===== src/design/hmbd_ram.sv =====
`timescale 1ns / 1ps
module hmbd_ram #(
  parameter int AW = 8
) (
  input  logic          clk,
  input  logic          we,
  input  logic [AW-1:0] waddr,
  input  logic [7:0]    wdata,
  input  logic [AW-1:0] raddr,
  output logic [7:0]    rdata
);
  logic [7:0] mem [2**AW];

  always_ff @(posedge clk) begin
    if (we) begin
      mem[waddr] <= wdata;
    end
    rdata <= mem[raddr];
  end
endmodule


===== config.mk =====
export PLATFORM = sky130hd
export DESIGN_NAME = hmbd_ram
export DESIGN_NICKNAME = d
export VERILOG_FILES = /design/src/design/hmbd_ram.sv
export SDC_FILE = /design/constraint.sdc
export NUM_CORES = 2
export LEC_CHECK = 0
export BUFFER_PORTS_ARGS = -buffer_cell sky130_fd_sc_hd__buf_2
export CAP_MARGIN = 20
export CORE_MARGIN = 3
export CORE_UTILIZATION = 40
export DETAILED_ROUTE_END_ITERATION = 16
export GPL_ROUTABILITY_DRIVEN = 0
export GPL_TIMING_DRIVEN = 0
export HOLD_SLACK_MARGIN = 0.02
export PLACE_DENSITY = 0.67
export SLEW_MARGIN = 20
export SYNTH_ARGS = -nofsm -noshare
export SYNTH_HDL_FRONTEND = slang
export SYNTH_SLANG_ARGS = --single-unit

===== constraint.sdc =====
create_clock -name clk -period 2 [get_ports clk]
set_input_delay 0.1 -clock clk [delete_from_list [all_inputs] [get_ports clk]]
set_output_delay 0.1 -clock clk [all_outputs]
set_load 0.01 [all_outputs]

Word-level counts from Yosys, hierarchy flattened. Memories as Yosys holds them, arrays and structs flattened. A register that Yosys moved wholly into a read port is not among the register bits. Index checks and enable logic that the tools add are counted.

Multiplexer cells: 2.

Operator list (count): 1-bit two-way mux (2).

Bits in writable memories: 2048. Word-level logic and storage cells: 3. Memories kept: 1. Output and inout port bits: 8. Input port bits: 26. Register bits after elaboration: 0.

Memory list: mem (depth 256, bits a word 8, read ports 1, clocked after memory_dff 1, wr ports 1, RTL line 12) `logic [7:0] mem [2**AW];`.

Longest topological paths before layout.
Word-level depth: 2. Gate-level depth with buffers: 11. Gate-level depth less buffers: 6.

Worst setup path after synthesis. OpenSTA, ideal clock, no wires.

Path type: input-to-reg. From: in raddr[0]. To: reg rdata[2] (read register of mem). Stages on the path: 9. Arrival: 1.907 ns. Slack: -0.038 ns. Library setup time: 0.131 ns. Required time: 1.869 ns. Cells stage by stage: buf_6 -> buf_12 -> buf_8 -> buf_2 -> mux4_2 -> a22oi_1 -> a21oi_1 -> nor4_1 -> nor4_2.

RTL lines: start: declaration (RTL line 9) `input logic [AW-1:0] raddr,`; end: declaration (RTL line 10) `output logic [7:0] rdata`.

==> results.toml <==
[drt]
drt-initial-drc-count = 6701
first_pass_iters = 8
viasPerCell = 6.172
wl_mm = 234.6
routedWlPerCell_um = 34.48
dr_total_vias = 42000
drc = 0
ant_nets = 0

[synth]
synthAdderAreaFrac = 0
netlist_area_um2 = 79560
synthesis.instances = 3733
syn_avg_cell_area_um2 = 21.31
yosys-top-cells-area = "edfxtp_1, mux4_2, mux2i_1"
synth.mux.area_fraction = 0.1462
synth_top_area_frac = 0.7730
ys_warn_count = 0
synth_xor_area_frac = 0
ys_seq_area_frac = 0.7750
ys_ff_latch = 2056
synth-edff-count = 2048
ys_types = 55
synth_top_family_by_area = "multiplexers"
synth_simple_gate_area_frac = 0.02628
yosysTopAreaCell = "edfxtp_1"
synthesis.nets = 3759
synth-compound-area-share = 0.03419
synth_flop_cell = "edfxtp_1"
async_flop_share = 0

[cts]
path_clk_slew_ns = 0.06
root_buffer = "clkbuf_16"
cts.sinks = 2056
clock_latency_ns = 0.84
cts_made_buffers = 197
clockBufferDepth = 3
cts_tree = "yes"
htreeDepth = 4

[sta]
hold_slack_ns = 0.06533
fmax_ghz = 0.3930
finalSetupViolCount = 338
hold_viol_final = 0
tightest_slew_ns = 1.281
min_period_ns = 2.545
slew_headroom = 0.1458
clock_skew_ns = 0.04906
post-route-period-util = 1.272
worst_slack_ns = -0.5445
setup_tns_ns = -22.55
rsz0062_at_grt = "true"
maxSlewViolCount = 0

[grt]
grt_pass1_vias = 40840
antenna_found_initial = 19
grt_pass1_wl_mm = 323.2
grt_max_degree = 130
grtUsageTotal = 0.2269
gr-total-overflow = 0

[power]
vdd_ir_drop_max_mv = 0.9805
powerDensity_nw_per_um2 = 973.3
power.leakage_nw = 27.96

[critical_path]
required_ns = 2.70
crit_fanout = 10
worstSetupEndpointType = "register"
arrival_ns = 3.24
critical_path_class = "input pin to register"
cp-start-kind = "input pin"

[min_path]
hold_class = "input pin to register"

[final_layout]
fill_cells = 15940
mostFrequentLayoutCells = "edfxtp_1, mux4_2, clkbuf_16"
area_delta_synth_final_pct = 15.89
final_common_cell = "edfxtp_1"
layout-drive-gt1-share = 0.2993
nets = 4026
utilization = 0.4665

[die]
initial_core_util = 0.4026
fp.dieW_um = 452.0
coreArea_um2 = 197600
die_area_um2 = 204300
ioPinCount = 34
fp-row-count = 163
die_y_um = 452.0

[placement]
place_worst_setup_slack_ns = -2.648
post-dp-hpwl_mm = 157.2
port_buffers = 26

[status]
status = "finished with violations"
violations = "setup timing"

[run]
cap_violations = 0
## where the power goes
part | total (mW) | leakage, nW | switching, mW | internal (mW)
Clock | 36.8 | 3.04 | 16.3 | 20.5
Sequential | 47.5 | 18.5 | 0.0297 | 47.5
Combinational | 5.45 | 6.45 | 3.70 | 1.76
Total | 89.7 | 28.0 | 20.0 | 69.7
## flip-flops by register name (all words and copies together) (netlist names)
name,count
rdata,8
mem,2048
## final cells by class
cell class                      instances  area, um2  share of cell area
Multi-Input combinational cell       1442      18200              0.1974
Tap cell                             2640       3303             0.03583
Timing Repair Buffer                   69      993.5             0.01078
Inverter                                2      11.26           0.0001221
Clock buffer                          248       5142             0.05578
Antenna cell                            9      22.52           0.0002443
Clock inverter                        107       1167             0.01266
Buffer                                232       1699             0.01843
Sequential cell                      2056      61660              0.6688
## through the flow
step | power [mW] | cells | area, um2
finish | 89.73 | 6805 | 92190
CTS | 89.66 | 6792 | 91550
detailed placement | 53.38 | 6423 | 83810
floorplan | 50.77 | 3733 | 79590
global placement | 53.31 | 6399 | 83020
global route | 91.69 | 6798 | 92180
## worst paths after layout
kind	startpoint	endpoint	slack (ns)	cells past startpoint
setup reg to reg	mem[83][1]	rdata[1]	-0.46	5
hold / removal	waddr[6]	mem[234][7]	0.07	3
setup / recovery	raddr[4]	rdata[1]	-0.54	8
hold reg to reg	mem[41][3]	rdata[3]	1.17	6
## routing by layer
metal,wire length (um),GRT usage,vias to the layer above
li1,-,-,16270
met1,84460,0.2991,22110
met2,108100,0.3440,3031
met4,12440,0.1099,2
met5,13,0,-
met3,29630,0.06984,580
## Yosys cell counts, types with 16 or more instances
cell,n
buf_2,31
nand3_1,34
o22ai_1,28
o221ai_1,46
clkbuf_1,111
mux4_2,454
nor3_1,22
buf_4,27
edfxtp_1,2048
buf_1,22
nor2_1,282
nor2b_1,31
a211oi_1,16
nor4_1,24
nand2_1,33
a22oi_1,133
buf_6,21
a21oi_1,96
mux2i_1,134
## worst max-delay path: stages
cell       delay (ns)
buf_2            0.13
buf_4            0.24
clkbuf_2         0.42
clkbuf_2         0.44
clkbuf_4         0.46
a2111oi_2        0.67
nor3_2           0.21
nor4_4           0.50
## cell families (layout without fill, tap and decap cells)
| logic type | count (synthesis) | in the layout |
|---|---|---|
| DFF | 2056 | 2056 |
| muxes | 591 | 591 |
| and+or+nand+nor | 466 | 466 |
| AOI/OAI and AO/OA | 385 | 385 |
| buffers and inverters | 235 | 658 |
| other | 0 | 9 |
## timing repair
action | in CTS | in global routing
setup buffers | 7 | 4
gates resized for setup | 342 | 174
pin swaps | 17 | 23
endpoints found under the setup margin | 1160 | 1046
hold buffers | 8 | 0
hold endpoints to repair | 1082 | 0
(Power assumes the default switching activity.)
